==> src/rtl/csmaca_pkg.sv <==
// shared types, codes and constants for the csma-ca transmit controller
package csmaca_pkg;

  // widths
  localparam int RANDOM_WIDTH = 8;
  localparam int UNIT_W       = 10;
  localparam int WAIT_W       = 18;
  localparam int PROD_W       = RANDOM_WIDTH + UNIT_W;
  localparam int CMP_W        = (PROD_W > WAIT_W) ? PROD_W : WAIT_W;
  localparam logic [WAIT_W-1:0] WAIT_MAX = {WAIT_W{1'b1}};
  localparam logic [3:0] NB_CEIL = 4'd15;

  // phases
  localparam logic [2:0] PH_IDLE    = 3'd0;
  localparam logic [2:0] PH_BACKOFF = 3'd1;
  localparam logic [2:0] PH_CCA     = 3'd2;
  localparam logic [2:0] PH_TX      = 3'd3;
  localparam logic [2:0] PH_ACK     = 3'd4;

  // request kinds
  localparam logic [2:0] REQ_START = 3'd0;
  localparam logic [2:0] REQ_TICK  = 3'd1;
  localparam logic [2:0] REQ_CCA   = 3'd2;
  localparam logic [2:0] REQ_TX    = 3'd3;
  localparam logic [2:0] REQ_ACK   = 3'd4;

  // actions
  localparam logic [2:0] ACT_NONE  = 3'd0;
  localparam logic [2:0] ACT_CCA   = 3'd1;
  localparam logic [2:0] ACT_TX    = 3'd2;
  localparam logic [2:0] ACT_AWAIT = 3'd3;
  localparam logic [2:0] ACT_DONE  = 3'd4;

  // completion status
  localparam logic [1:0] ST_SUCCESS = 2'd0;
  localparam logic [1:0] ST_CAF     = 2'd1;
  localparam logic [1:0] ST_TX_ERR  = 2'd2;
  localparam logic [1:0] ST_NO_ACK  = 2'd3;

  // register indexes
  localparam logic [2:0] CFG_MIN_BE     = 3'd0;
  localparam logic [2:0] CFG_MAX_BE     = 3'd1;
  localparam logic [2:0] CFG_MAX_NB     = 3'd2;
  localparam logic [2:0] CFG_RETRIES    = 3'd3;
  localparam logic [2:0] CFG_UNIT_TICKS = 3'd4;

  typedef struct packed {
    logic [3:0]        min_be;
    logic [3:0]        max_be;
    logic [3:0]        max_nb;
    logic [3:0]        retries;
    logic [UNIT_W-1:0] unit_ticks;
  } cfg_t;

  typedef struct packed {
    logic [2:0]        phase;
    logic [3:0]        retries_left;
    logic [3:0]        be;
    logic [3:0]        nb;
    logic [WAIT_W-1:0] wait_ticks;
    logic [1:0]        last_status;
    logic [7:0]        seq;
    logic              need_ack;
  } ctx_t;

  typedef struct packed {
    logic [2:0]              req_type;
    logic                    channel_busy;
    logic                    tx_failed;
    logic                    ack_received;
    logic                    ack_request;
    logic [RANDOM_WIDTH-1:0] random_value;
  } item_t;

  typedef struct packed {
    logic [2:0] action;
    logic [1:0] status;
    logic [7:0] seq;
  } res_t;

endpackage

==> src/rtl/csmaca_step.sv <==
// next-state and result logic for one request
module csmaca_step import csmaca_pkg::*; (
  input  cfg_t  cfg,
  input  ctx_t  ctx,
  input  item_t item,
  output ctx_t  ctx_next,
  output res_t  res
);

  logic [4:0]              be_inc;
  logic [4:0]              nb_inc;
  logic [3:0]              be_busy;
  logic [3:0]              be_att;
  logic [RANDOM_WIDTH-1:0] draw;
  logic [PROD_W-1:0]       prod;
  logic [CMP_W-1:0]        prod_ext;
  logic [WAIT_W-1:0]       wait_att;
  logic [WAIT_W-1:0]       wait_dec;
  logic                    start_att;

  // exponent growth after a busy channel
  assign be_inc  = {1'b0, ctx.be} + 5'd1;
  assign nb_inc  = {1'b0, ctx.nb} + 5'd1;
  assign be_busy = (be_inc < {1'b0, cfg.max_be}) ? be_inc[3:0] : cfg.max_be;

  // exponent seen by a new attempt: start comes from idle, busy drop from cca
  assign be_att = (ctx.phase == PH_IDLE) ? cfg.min_be :
                  (ctx.phase == PH_CCA)  ? be_busy : ctx.be;

  // random draw masked to 2^be - 1
  always_comb begin
    for (int i = 0; i < RANDOM_WIDTH; i++) begin
      draw[i] = item.random_value[i] & (i < int'(be_att));
    end
  end

  // backoff length in ticks, saturated
  assign prod     = PROD_W'(draw) * PROD_W'(cfg.unit_ticks);
  assign prod_ext = CMP_W'(prod);
  assign wait_att = (prod_ext > CMP_W'(WAIT_MAX)) ? WAIT_MAX : WAIT_W'(prod_ext);
  assign wait_dec = (ctx.wait_ticks != '0) ? ctx.wait_ticks - WAIT_W'(1) : '0;

  // phase handling
  always_comb begin
    ctx_next   = ctx;
    res.action = ACT_NONE;
    res.status = ST_SUCCESS;
    start_att  = 1'b0;
    case (item.req_type)
      REQ_START: begin
        if (ctx.phase == PH_IDLE) begin
          ctx_next.need_ack     = item.ack_request;
          ctx_next.retries_left = cfg.retries;
          ctx_next.be           = cfg.min_be;
          ctx_next.nb           = 4'd0;
          ctx_next.last_status  = ST_CAF;
          start_att             = 1'b1;
        end
      end
      REQ_TICK: begin
        if (ctx.phase == PH_BACKOFF) begin
          ctx_next.wait_ticks = wait_dec;
          if (wait_dec == '0) begin
            ctx_next.phase = PH_CCA;
            res.action     = ACT_CCA;
          end
        end
      end
      REQ_CCA: begin
        if (ctx.phase == PH_CCA) begin
          if (!item.channel_busy) begin
            ctx_next.phase = PH_TX;
            res.action     = ACT_TX;
          end else begin
            ctx_next.be = be_busy;
            ctx_next.nb = nb_inc[4] ? NB_CEIL : nb_inc[3:0];
            if (nb_inc > {1'b0, cfg.max_nb}) begin
              ctx_next.last_status = ST_CAF;
              start_att            = 1'b1;
            end else begin
              res.action = ACT_CCA;
            end
          end
        end
      end
      REQ_TX: begin
        if (ctx.phase == PH_TX) begin
          if (item.tx_failed) begin
            ctx_next.last_status = ST_TX_ERR;
            start_att            = 1'b1;
          end else begin
            ctx_next.seq = ctx.seq + 8'd1;
            if (ctx.need_ack) begin
              ctx_next.phase = PH_ACK;
              res.action     = ACT_AWAIT;
            end else begin
              ctx_next.phase = PH_IDLE;
              res.action     = ACT_DONE;
            end
          end
        end
      end
      REQ_ACK: begin
        if (ctx.phase == PH_ACK) begin
          if (item.ack_received) begin
            ctx_next.phase = PH_IDLE;
            res.action     = ACT_DONE;
          end else begin
            ctx_next.last_status = ST_NO_ACK;
            start_att            = 1'b1;
          end
        end
      end
      default: begin
      end
    endcase

    // new attempt, or finish once the retries are spent
    if (start_att) begin
      if (ctx_next.retries_left == 4'd0) begin
        ctx_next.phase = PH_IDLE;
        res.action     = ACT_DONE;
        res.status     = ctx_next.last_status;
      end else begin
        ctx_next.retries_left = ctx_next.retries_left - 4'd1;
        ctx_next.wait_ticks   = wait_att;
        if (wait_att == '0) begin
          ctx_next.phase = PH_CCA;
          res.action     = ACT_CCA;
        end else begin
          ctx_next.phase = PH_BACKOFF;
          res.action     = ACT_NONE;
        end
      end
    end
    res.seq = ctx_next.seq;
  end

endmodule

==> src/rtl/csma_ca_transmit_controller_unit.sv <==
// top level of the unslotted csma-ca transmit controller
// a request is taken into the input register, and its result moves on into the
// result register that drives m_*; one request per cycle while m_tready holds; the
// two registers each hold one transfer, so a request is taken while a result waits
// reset: rst (synchronous, active high) empties both registers, loads register defaults
// and returns the controller to idle with sequence number zero
module csma_ca_transmit_controller_unit import csmaca_pkg::*; (
  input  logic        clk,
  input  logic        rst,
  input  logic        s_tvalid,
  output logic        s_tready,
  // [0] channel_busy, [1] tx_failed, [2] ack_received, [3] ack_request,
  // [11:4] random_value, [15:12] zero
  input  logic [15:0] s_tdata,
  // [2:0] req_type
  input  logic [2:0]  s_tuser,
  output logic        m_tvalid,
  input  logic        m_tready,
  // [1:0] status, [9:2] sequence_number, [15:10] zero
  output logic [15:0] m_tdata,
  // [2:0] action
  output logic [2:0]  m_tuser,
  input  logic        cfg_we,
  input  logic [2:0]  cfg_index,
  input  logic [9:0]  cfg_data
);

  cfg_t  cfg;
  ctx_t  ctx;
  ctx_t  ctx_next;
  item_t s1_item;
  logic  s1_valid;
  res_t  res_next;
  res_t  out_res;
  logic  out_valid;
  logic  s1_go;
  logic  s_take;

  assign s1_go    = s1_valid && (!out_valid || m_tready);
  assign s_tready = !s1_valid || s1_go;
  assign s_take   = s_tvalid && s_tready;

  // configuration registers
  always_ff @(posedge clk) begin
    if (rst) begin
      cfg.min_be     <= 4'd3;
      cfg.max_be     <= 4'd5;
      cfg.max_nb     <= 4'd4;
      cfg.retries    <= 4'd3;
      cfg.unit_ticks <= UNIT_W'(20);
    end else if (cfg_we) begin
      case (cfg_index)
        CFG_MIN_BE:     cfg.min_be     <= cfg_data[3:0];
        CFG_MAX_BE:     cfg.max_be     <= cfg_data[3:0];
        CFG_MAX_NB:     cfg.max_nb     <= cfg_data[3:0];
        CFG_RETRIES:    cfg.retries    <= cfg_data[3:0];
        CFG_UNIT_TICKS: cfg.unit_ticks <= cfg_data[UNIT_W-1:0];
        default: begin
        end
      endcase
    end
  end

  // input register
  always_ff @(posedge clk) begin
    if (rst) begin
      s1_valid <= 1'b0;
    end else if (s_take) begin
      s1_valid <= 1'b1;
    end else if (s1_go) begin
      s1_valid <= 1'b0;
    end
  end

  always_ff @(posedge clk) begin
    if (s_take) begin
      s1_item.req_type     <= s_tuser;
      s1_item.channel_busy <= s_tdata[0];
      s1_item.tx_failed    <= s_tdata[1];
      s1_item.ack_received <= s_tdata[2];
      s1_item.ack_request  <= s_tdata[3];
      s1_item.random_value <= s_tdata[4 +: RANDOM_WIDTH];
    end
  end

  csmaca_step u_step (
    .cfg      (cfg),
    .ctx      (ctx),
    .item     (s1_item),
    .ctx_next (ctx_next),
    .res      (res_next)
  );

  // controller state
  always_ff @(posedge clk) begin
    if (rst) begin
      ctx.phase        <= PH_IDLE;
      ctx.retries_left <= 4'd0;
      ctx.be           <= 4'd0;
      ctx.nb           <= 4'd0;
      ctx.wait_ticks   <= '0;
      ctx.last_status  <= ST_CAF;
      ctx.seq          <= 8'd0;
      ctx.need_ack     <= 1'b0;
    end else if (s1_go) begin
      ctx <= ctx_next;
    end
  end

  // result register
  always_ff @(posedge clk) begin
    if (rst) begin
      out_valid <= 1'b0;
    end else if (s1_go) begin
      out_valid <= 1'b1;
    end else if (m_tready) begin
      out_valid <= 1'b0;
    end
  end

  always_ff @(posedge clk) begin
    if (s1_go) begin
      out_res <= res_next;
    end
  end

  assign m_tvalid = out_valid;
  assign m_tuser  = out_res.action;
  assign m_tdata  = {6'd0, out_res.seq, out_res.status};

endmodule

==> config.mk <==
export PLATFORM = sky130hd
export DESIGN_NAME = csma_ca_transmit_controller_unit
export DESIGN_NICKNAME = d
export VERILOG_FILES = /design/src/rtl/csmaca_pkg.sv /design/src/rtl/csmaca_step.sv /design/src/rtl/csma_ca_transmit_controller_unit.sv
export SDC_FILE = /design/constraint.sdc
export NUM_CORES = 1
export LEC_CHECK = 0
export ABC_AREA = 1
export BUFFER_PORTS_ARGS = -buffer_cell sky130_fd_sc_hd__buf_4
export CORE_MARGIN = 1.5
export CORE_UTILIZATION = 31
export CTS_BUF_LIST = sky130_fd_sc_hd__clkbuf_8
export DETAILED_ROUTE_END_ITERATION = 10
export GPL_ROUTABILITY_DRIVEN = 0
export PLACE_DENSITY = 0.58
export SLEW_MARGIN = 15
export SYNTH_ARGS = -nofsm -noshare
export SYNTH_HDL_FRONTEND = slang
export SYNTH_SLANG_ARGS = --single-unit
==> constraint.sdc <==
create_clock -name clk -period 6 [get_ports clk]
set_input_delay 0.3 -clock clk [delete_from_list [all_inputs] [get_ports clk]]
set_output_delay 0.3 -clock clk [all_outputs]
set_load 0.02 [all_outputs]
==> results.toml, run 1 <==
[drt]
vias = 8880
routed_wl_um = 28640
wl_per_cell_um = 16.51
viasPerCell = 5.118
drc_errors = 0
antenna_left = 0
drtPass1Iterations = 5
drt_iter0_drc = 579

[synth]
synth_top_area_share = 0.1727
ys_top_cells_by_count = "215 x nand2_1, 159 x inv_1, 157 x nor2_1, 80 x nand3_1, 72 x dfxtp_1"
synth_edf_count = 28
ys.warnings.count = 0
async_flop_share = 0
synthDistinctLibCells = 55
yosysMostFrequentCell = "nand2_1"
synth.yosys.seq_area_share = 0.2735
synth_area_leader_cell = "dfxtp_1"
synth_cells = 1125
syn_avg_cell_area_sq_um = 7.417
synth_area_sq_um = 8344
synth_seq_cells = 100
synth.area.top_cells = "dfxtp_1 17%, fa_1 12%, edfxtp_1 10%"
synth-main-ff-cell = "dfxtp_1"

[power_and_ir_drop]
ir_drop_v = 0.0001704
p_per_area_nw_per_um2 = 170.4
leakage_nw = 5.537

[placed_design]
port_buffers = 47
hpwl_um = 15880
place_area_sq_um = 9514

[setup_path]
critPathMaxFanout = 6
critPathSlowestCell = "fa_1"
critPathLaunchType = "flop"
rr_endpoint = "ctx[20]$_SDFFE_PP0P_"
cp.arrival_ps = 6740
critical-path-max-stage-delay_ps = 510
r2r-start = "ctx[34]$_SDFFE_PP0P_"
critPathRequiredTime_ps = 6350
r2r_cells = 37
end_kind = "flop"
worst_path_most_repeated_cell = "buf_4"
path_class = "reg -> reg"
reg2reg_slack_ps = -390

[clock_tree]
cts_buffers = 9
cts_sinks = 100
clockRootBuffer = "clkbuf_8"
cts_max_level = 3
cts-hold-fix-buffers = 0
path_clk_slew_ps = 110
cts_tree = "built"
clockBufferDepth = 2
clk_latency_ps = 400

[global_route]
antenna_found_initial = 0
globalRouteTotalUtil = 0.2063
grt_pass1_wl_um = 45640
grt_overflow = 0
grt_max_degree = 47
grt_pass1_vias = 8712

[timing]
rsz0062_at_grt = "yes"
relSlewSlack = 0.2693
finalHoldViolCount = 0
fmax_mhz = 156.4
tightest_slew_ps = 1089
post-route-min-period_ps = 6394
maxSlewViolCount = 0
post-route-period-util = 1.066
worst_slack_ps = -394.3
final-setup-viol-count = 13
timing.hold.ws_ps = 68.92
fin_skew_ps = 12.96

[die]
die_h_um = 167.1
start_util = 0.3184
die_area_sq_um = 27910
core_area_sq_um = 26210
rows = 59
boundaryPins = 58
die_w_um = 167.1

[run]
drv_cap = 0

[layout]
fin_area_sq_um = 11830
finalCoreUtilization = 0.4513
syn2layout_area_growth_pct = 41.75
drive_gt1_frac = 0.3729
nets = 1530
antenna-diode-count = 0

[hold_path]
min_to = "s1_item[2]$_DFFE_PP_"
hold_start = "s_tdata[6]"
hold_path_class = "in -> reg"
hold_depth = 1

[status]
status = "finished, violations left"
violations = "negative setup slack"
-- cell usage in the layout, fill, tap and decap left out, types with 34 or more instances in the layout --
cell type | netlist | layout
ha_1 | 50 | 34
o21ai_0 | 47 | 43
a21oi_1 | 70 | 59
fa_1 | 48 | 42
nand2_2 | 5 | 35
buf_4 | 6 | 262
nand3_1 | 80 | 56
inv_1 | 159 | 142
dfxtp_1 | 72 | 69
nand2_1 | 215 | 174
nor2_1 | 157 | 133
-- worst max-delay path: cells and delay by family (launching register included) --
kind	cells	cell delay, ps
AOI/OAI and AO/OA	2	320
xor gates and xnor gates	1	160
buffers and inverters	12	1350
adders and majority gates	7	2650
and+or+nand+nor	15	1470
DFF	1	390
-- per-layer routing --
layer,vias to the layer above,GRT usage,routed length (um)
li1,4166,-,-
met1,4197,0.2413,11590
met2,389,0.3496,13740
met3,128,0.03802,1600
met4,0,0.1281,1720
met5,-,0,0
-- logic make-up after synthesis --
logic type	Yosys count	synth area share
simple gates	518	0.2833
buf+inv	209	0.1024
compound gates	178	0.1281
flops	100	0.2735
fa+ha+maj	98	0.1901
xor+xnor	20	0.02099
other cells	1	0.0004494
mux	1	0.001200
-- repair_timing --
item | CTS | global route
buffers inserted | 166 | 19
endpoints found under the setup margin | 12 | 18
pin swaps | 91 | 69
resized for setup | 136 | 92
-- through the flow --
step                      setup TNS (ps)  setup WS, ps  power [W]  cells
after floorplan                        0         42.10   0.001095   1130
after global placement             -2309        -435.3   0.001261   1556
after detailed placement           -3161        -538.0   0.001265   1556
after CTS                         -354.8        -85.72   0.001922   1737
after global routing               -5842        -603.7   0.002126   1735
final                              -3334        -394.3   0.002015   1735
-- worst max path at each step --
stage	from	to	slack, ps
after floorplan	ctx[33]$_SDFFE_PP0P_	ctx[41]$_SDFFE_PP0P_	40
after global placement	ctx[34]$_SDFFE_PP0P_	m_tuser[0]$_DFFE_PP_	-440
final	ctx[34]$_SDFFE_PP0P_	ctx[20]$_SDFFE_PP0P_	-390
after detailed placement	ctx[34]$_SDFFE_PP0P_	m_tuser[0]$_DFFE_PP_	-540
after global routing	ctx[34]$_SDFFE_PP0P_	m_tuser[0]$_DFFE_PP_	-600
after CTS	ctx[34]$_SDFFE_PP0P_	m_tuser[0]$_DFFE_PP_	-90
-- layout make-up --
| type | count | area (sq um) |
|---|---|---|
| clock buffers | 9 | 123.9 |
| clock inverters | 7 | 60.06 |
| fillers | 2401 | 14380 |
| inverters | 178 | 680.7 |
| multi-input cells | 821 | 6018 |
| flip-flops and latches | 100 | 2291 |
| well taps | 335 | 419.2 |
| repair buffers | 285 | 2235 |
-- registers in the layout, summed over array words and instances, names as in the netlist --
register	flops
m_tdata	10
s1_valid	1
s1_item	15
cfg	26
m_tuser	3
ctx	44
m_tvalid	1
-- report_power, final --
part           internal (W)  switching, W
logic              0.000395      0.000446
registers          0.000723     0.0000226
clock network      0.000158      0.000271
total               0.00128      0.000740
Power figures use the tool's default switching activity.
==> run 2: changes to the inputs <==
--- a/config.mk
+++ b/config.mk
@@ -8,10 +8,10 @@
 export ABC_AREA = 1
 export BUFFER_PORTS_ARGS = -buffer_cell sky130_fd_sc_hd__buf_4
-export CORE_MARGIN = 1.5
-export CORE_UTILIZATION = 31
+export CORE_MARGIN = 10
+export CORE_UTILIZATION = 48
 export CTS_BUF_LIST = sky130_fd_sc_hd__clkbuf_8
 export DETAILED_ROUTE_END_ITERATION = 10
 export GPL_ROUTABILITY_DRIVEN = 0
-export PLACE_DENSITY = 0.58
+export PLACE_DENSITY = 0.78
 export SLEW_MARGIN = 15
 export SYNTH_ARGS = -nofsm -noshare
==> constraint.sdc (replaced) <==
create_clock -name clk -period 6 [get_ports clk]
set_input_delay 0.9 -clock clk [delete_from_list [all_inputs] [get_ports clk]]
set_output_delay 0.9 -clock clk [all_outputs]
set_load 0.02 [all_outputs]
==> results.toml, run 2 (synthesis gave the netlist of run 1 again) <==
[layout]
syn2layout_area_growth_pct = 31.59
antenna-diode-count = 0
nets = 1424
register_area_sq_um = 2293
largest_reg_flops = 44
regMostFlops = "ctx"
final_common_cell = "nand2_1"
top_regs = "ctx (44), cfg (26), s1_item (15)"
drive_gt1_frac = 0.3253
final_cell_mix = "167 x nand2_1, 164 x buf_4, 149 x inv_1, 125 x nor2_1, 69 x dfxtp_1"
nFillCells = 1349
instances_no_fill = 1519
fin_area_sq_um = 10980
multi_input_area_sq_um = 6117

[power_and_ir_drop]
p_per_area_nw_per_um2 = 169.3
ir_drop_v = 0.0002028
leakage_nw = 5.120

[timing]
post-route-period-util = 1.095
timing.hold.ws_ps = 468.0
relSlewSlack = 0.2353
fmax_mhz = 152.3
worst_slack_ps = -567.7
maxSlewViolCount = 0
rsz0062_at_grt = "yes"
finalHoldViolCount = 0
fin_skew_ps = 14.12
tightest_slew_ps = 1146
final-setup-viol-count = 14
post-route-min-period_ps = 6568

[placed_design]
dpl_worst_slack_ps = -599.2
dp_cells = 1455
hpwl_um = 14920
port_buffers = 47
place_area_sq_um = 9444

[die]
die_w_um = 151.8
die_h_um = 151.8
rows = 48
core_area_sq_um = 17180
boundaryPins = 58
start_util = 0.4858
die_area_sq_um = 23060

[drt]
antenna_left = 0
drt_iter0_drc = 802
drc_errors = 0
drtPass1Iterations = 5
viasPerCell = 5.608
vias = 8519
wl_per_cell_um = 16.61
routed_wl_um = 25230

[status]
violations = "negative setup slack"
status = "finished, violations left"

[setup_path]
critical-path-max-stage-delay_ps = 500
worst_path_most_repeated_cell = "nand2_2"
critPathSlowestCell = "fa_1"
critPathMaxFanout = 6
critPathLaunchType = "flop"
cp.arrival_ps = 6900
path_class = "reg -> reg"
critPathRequiredTime_ps = 6330
end_kind = "flop"

[clock_tree]
cts-hold-fix-buffers = 0
path_clk_slew_ps = 100
clk_latency_ps = 390
cts_max_level = 3
cts_buffers = 9
cts_sinks = 100
clockRootBuffer = "clkbuf_8"
clockBufferDepth = 2
cts_tree = "built"

[run]
drv_cap = 0

[global_route]
grt_pass1_wl_um = 37180
grt_pass1_vias = 8042
grt_use_met1 = 0.2286
globalRouteTotalUtil = 0.1856
met2_usage = 0.3163
grt_overflow = 0
busiest_layer = "met2"
antenna_found_initial = 0
met3_usage = 0.03133
grt_max_degree = 47

[hold_path]
hold_path_class = "reg -> reg"
[run 2: cell types whose count changed in the layout (fill, tap and decap cells not counted), sizes merged]
cell,previous run,this run
clkinv,6,5
inv,177,178
clkinvlp,2,1
buf,285,179
bufinv,0,1
[run 2: worst paths after layout]
kind	cells after the start	startpoint	slack, ps	to
max	36	ctx[34]$_SDFFE_PP0P_	-570	ctx[42]$_SDFFE_PP0P_
min reg2reg	2	cfg[17]$_SDFFE_PP0P_	470	cfg[17]$_SDFFE_PP0P_
max reg2reg	36	ctx[34]$_SDFFE_PP0P_	-570	ctx[42]$_SDFFE_PP0P_
min	2	cfg[17]$_SDFFE_PP0P_	470	cfg[17]$_SDFFE_PP0P_
[run 2: area by class of cell]
class                   count  share of cell area
well taps                 225             0.02564
multi-input cells         821              0.5571
repair buffers            179              0.1299
flip-flops and latches    100              0.2089
clock buffers               9             0.01128
clock inverters             7            0.005697
inverters                 178             0.06153
[run 2: per-layer routing]
metal  share of wire  vias up
li1                -     3945
met1            0.40     4046
met2            0.49      399
met3           0.057      129
met4           0.058        0
met5               0        -
[run 2: critical path: cells and delay by family, from the launching register on]
kind                       cells  cell delay [ps]
adders and majority gates      6             2400
and+or+nand+nor               20             2320
buffers and inverters          7              690
AOI/OAI and AO/OA              2              480
DFF                            1              380
xor gates and xnor gates       1              200
[run 2: what timing repair did]
action | CTS | global route
buffers inserted | 27 | 22
pin swaps | 76 | 86
endpoints found under the setup margin | 12 | 14
resized for setup | 117 | 115
[run 2: where the power goes]
group / switching [W] / leakage (nW) / internal [W]
sequential: 0.0000223 / 0.859 / 0.000722
clock: 0.000245 / 0.103 / 0.000189
combinational: 0.000390 / 4.16 / 0.000292
total: 0.000656 / 5.12 / 0.00120
[run 2: metrics by stage]
stage          setup TNS [ps]    util  total power, W
2_1_floorplan               0       -        0.001095
3_3_place_gp            -2385  0.5498        0.001252
3_5_place_dp            -3651  0.5498        0.001264
4_1_cts                -269.0  0.6017        0.001769
5_1_grt                 -8039  0.6393        0.001952
6_report                -4787  0.6393        0.001859
==> run 3: changes to the inputs <==
Settings changed: SYNTH_HIERARCHICAL set to 1.
==> results.toml, run 3 <==
[layout]
top_regs = "ctx (44), cfg (26), s1_item (15)"
final_cell_mix = "236 x nor2_1, 233 x nand2_1, 147 x inv_1, 130 x buf_4, 83 x nand3_1"
final_common_cell = "nor2_1"
largest_reg_flops = 44
register_area_sq_um = 2288
regMostFlops = "ctx"
nFillCells = 1601
nets = 1550
fin_area_sq_um = 11240
drive_gt1_frac = 0.2577
antenna-diode-count = 0
multi_input_area_sq_um = 6674
syn2layout_area_growth_pct = 22.46

[timing]
maxSlewViolCount = 0
tightest_slew_ps = 790.0
relSlewSlack = 0.4714
timing.hold.ws_ps = 487.6
fin_skew_ps = 20.73
fmax_mhz = 162.1
finalHoldViolCount = 0
post-route-min-period_ps = 6168
final-setup-viol-count = 4
rsz0062_at_grt = "yes"
tns_ps = -488.7
post-route-period-util = 1.028
worst_slack_ps = -168.0

[drt]
top_layer = "met4"
routed_wl_um = 24860
drc_errors = 0
antenna_left = 0
wl_per_cell_um = 15.03
drtPass1Iterations = 6
met1_length_um = 10290
drt_iter0_drc = 707
wl_met3_um = 1162
vias = 8955
viasPerCell = 5.414
met2_length_um = 12870

[clock_tree]
cts_sinks = 100
path_clk_slew_ps = 120
clockBufferDepth = 2
cts_tree = "built"
cts_max_level = 3
cts_buffers = 9
clockRootBuffer = "clkbuf_8"
clk_latency_ps = 400

[placed_design]
place_area_sq_um = 10080
dpl_worst_slack_ps = -462.0
hpwl_um = 16700
port_buffers = 47

[setup_path]
crit_family = "adder cells"
cp.arrival_ps = 6520
critPathMaxFanout = 6
critPathSlowestCell = "fa_1"
critPathLaunchType = "flop"
crit_buf_inv = 10
path_class = "reg -> reg"
critPathRequiredTime_ps = 6350
worst_path_most_repeated_cell = "nand2_1"
critical-path-max-stage-delay_ps = 540
end_kind = "flop"

[global_route]
globalRouteTotalUtil = 0.1867
antenna_found_initial = 0
grt_overflow = 0
grt_max_degree = 71
grt_pass1_vias = 8323
grt_pass1_wl_um = 38700

[power_and_ir_drop]
ir_drop_v = 0.0001683
leakage_nw = 5.369
p_total_w = 0.002366
p_per_area_nw_per_um2 = 210.5

[die]
rows = 50
die_area_sq_um = 25060
die_w_um = 158.3
start_util = 0.4891
die_h_um = 158.3
core_area_sq_um = 18770
boundaryPins = 58

[synth]
syn_avg_cell_area_sq_um = 7.040
async_flop_share = 0
yosysMostFrequentCell = "nand2_1"
ys.warnings.count = 6
synthDistinctLibCells = 59
synth_cells = 1304
ys_top_cells_by_count = "277 x nand2_1, 266 x nor2_1, 163 x inv_1, 100 x nand3_1, 72 x dfxtp_1"
synth_top_area_share = 0.1570
synth_edf_count = 28
synth_area_leader_cell = "dfxtp_1"
synth_seq_cells = 100
synth.area.top_cells = "dfxtp_1 16%, nand2_1 11%, nor2_1 11%"
synth.yosys.seq_area_share = 0.2486
synth-main-ff-cell = "dfxtp_1"
synth_area_sq_um = 9180

[status]
violations = "negative setup slack"
status = "finished, violations left"

[hold_path]
hold_path_class = "reg -> reg"

[run]
drv_cap = 0
-- run 3: worst register-to-register path: cells and delay by family (launching register included) --
| kind | cells | cell delay [ps] |
|---|---|---|
| adders and majority gates | 6 | 2370 |
| and+or+nand+nor | 23 | 2080 |
| buffers and inverters | 10 | 1000 |
| DFF | 1 | 370 |
| AOI/OAI and AO/OA | 2 | 260 |
-- run 3: report_power, final --
part	switching (W)	internal [W]
clock network	0.000284	0.000165
logic	0.000654	0.000491
registers	0.0000376	0.000734
total	0.000976	0.00139
-- run 3: final cells by class --
class | count | area share
clock buffer | 9 | 0.01102
clock inverter | 7 | 0.006678
timing repair buffer | 140 | 0.09683
tap | 234 | 0.02604
inverter | 182 | 0.06221
multi-input combinational | 982 | 0.5937
sequential | 100 | 0.2036
-- run 3: repair_timing --
item	in CTS	in global routing
setup endpoints to repair	13	12
pin swaps	69	64
hold buffers	0	0
setup buffers	11	11
gates resized for setup	109	96
-- run 3: final timing paths --
| check | start | endpoint | slack (ps) | cells past startpoint |
|---|---|---|---|---|
| min | cfg[24]$_SDFFE_PP0P_ | cfg[24]$_SDFFE_PP0P_ | 490 | 2 |
| max | ctx[34]$_SDFFE_PP0P_ | ctx[42]$_SDFFE_PP0P_ | -170 | 41 |
| max reg2reg | ctx[34]$_SDFFE_PP0P_ | ctx[42]$_SDFFE_PP0P_ | -170 | 41 |
| min reg2reg | cfg[24]$_SDFFE_PP0P_ | cfg[24]$_SDFFE_PP0P_ | 490 | 2 |
-- run 3: cell families (layout without fill, tap and decap cells) --
logic type               count (synthesis)  after routing  share of synthesized area
flip-flops                             100            100                     0.2486
buffers and inverters                  227            338                     0.1084
adder cells (fa/ha/maj)                 98             98                     0.1728
AND/OR/NAND/NOR                        757            757                     0.3793
XOR/XNOR                                17             17                    0.01622
AO/OA/AOI/OAI                           98             98                    0.06488
other                                    1              6                  0.0004085
multiplexers                             6              6                   0.009404
-- run 3: through the flow --
stage                       util  cells
after floorplan                -   1309
after global placement    0.5371   1617
after detailed placement  0.5371   1617
after CTS                 0.5747   1643
after global routing      0.5990   1654
final                     0.5990   1654
-- run 3: layer usage --
metal / GRT usage / vias to the layer above
li1: - / 4358
met1: 0.2274 / 4255
met2: 0.3313 / 292
met3: 0.02375 / 50
met4: 0.06440 / 0
met5: 0 / -
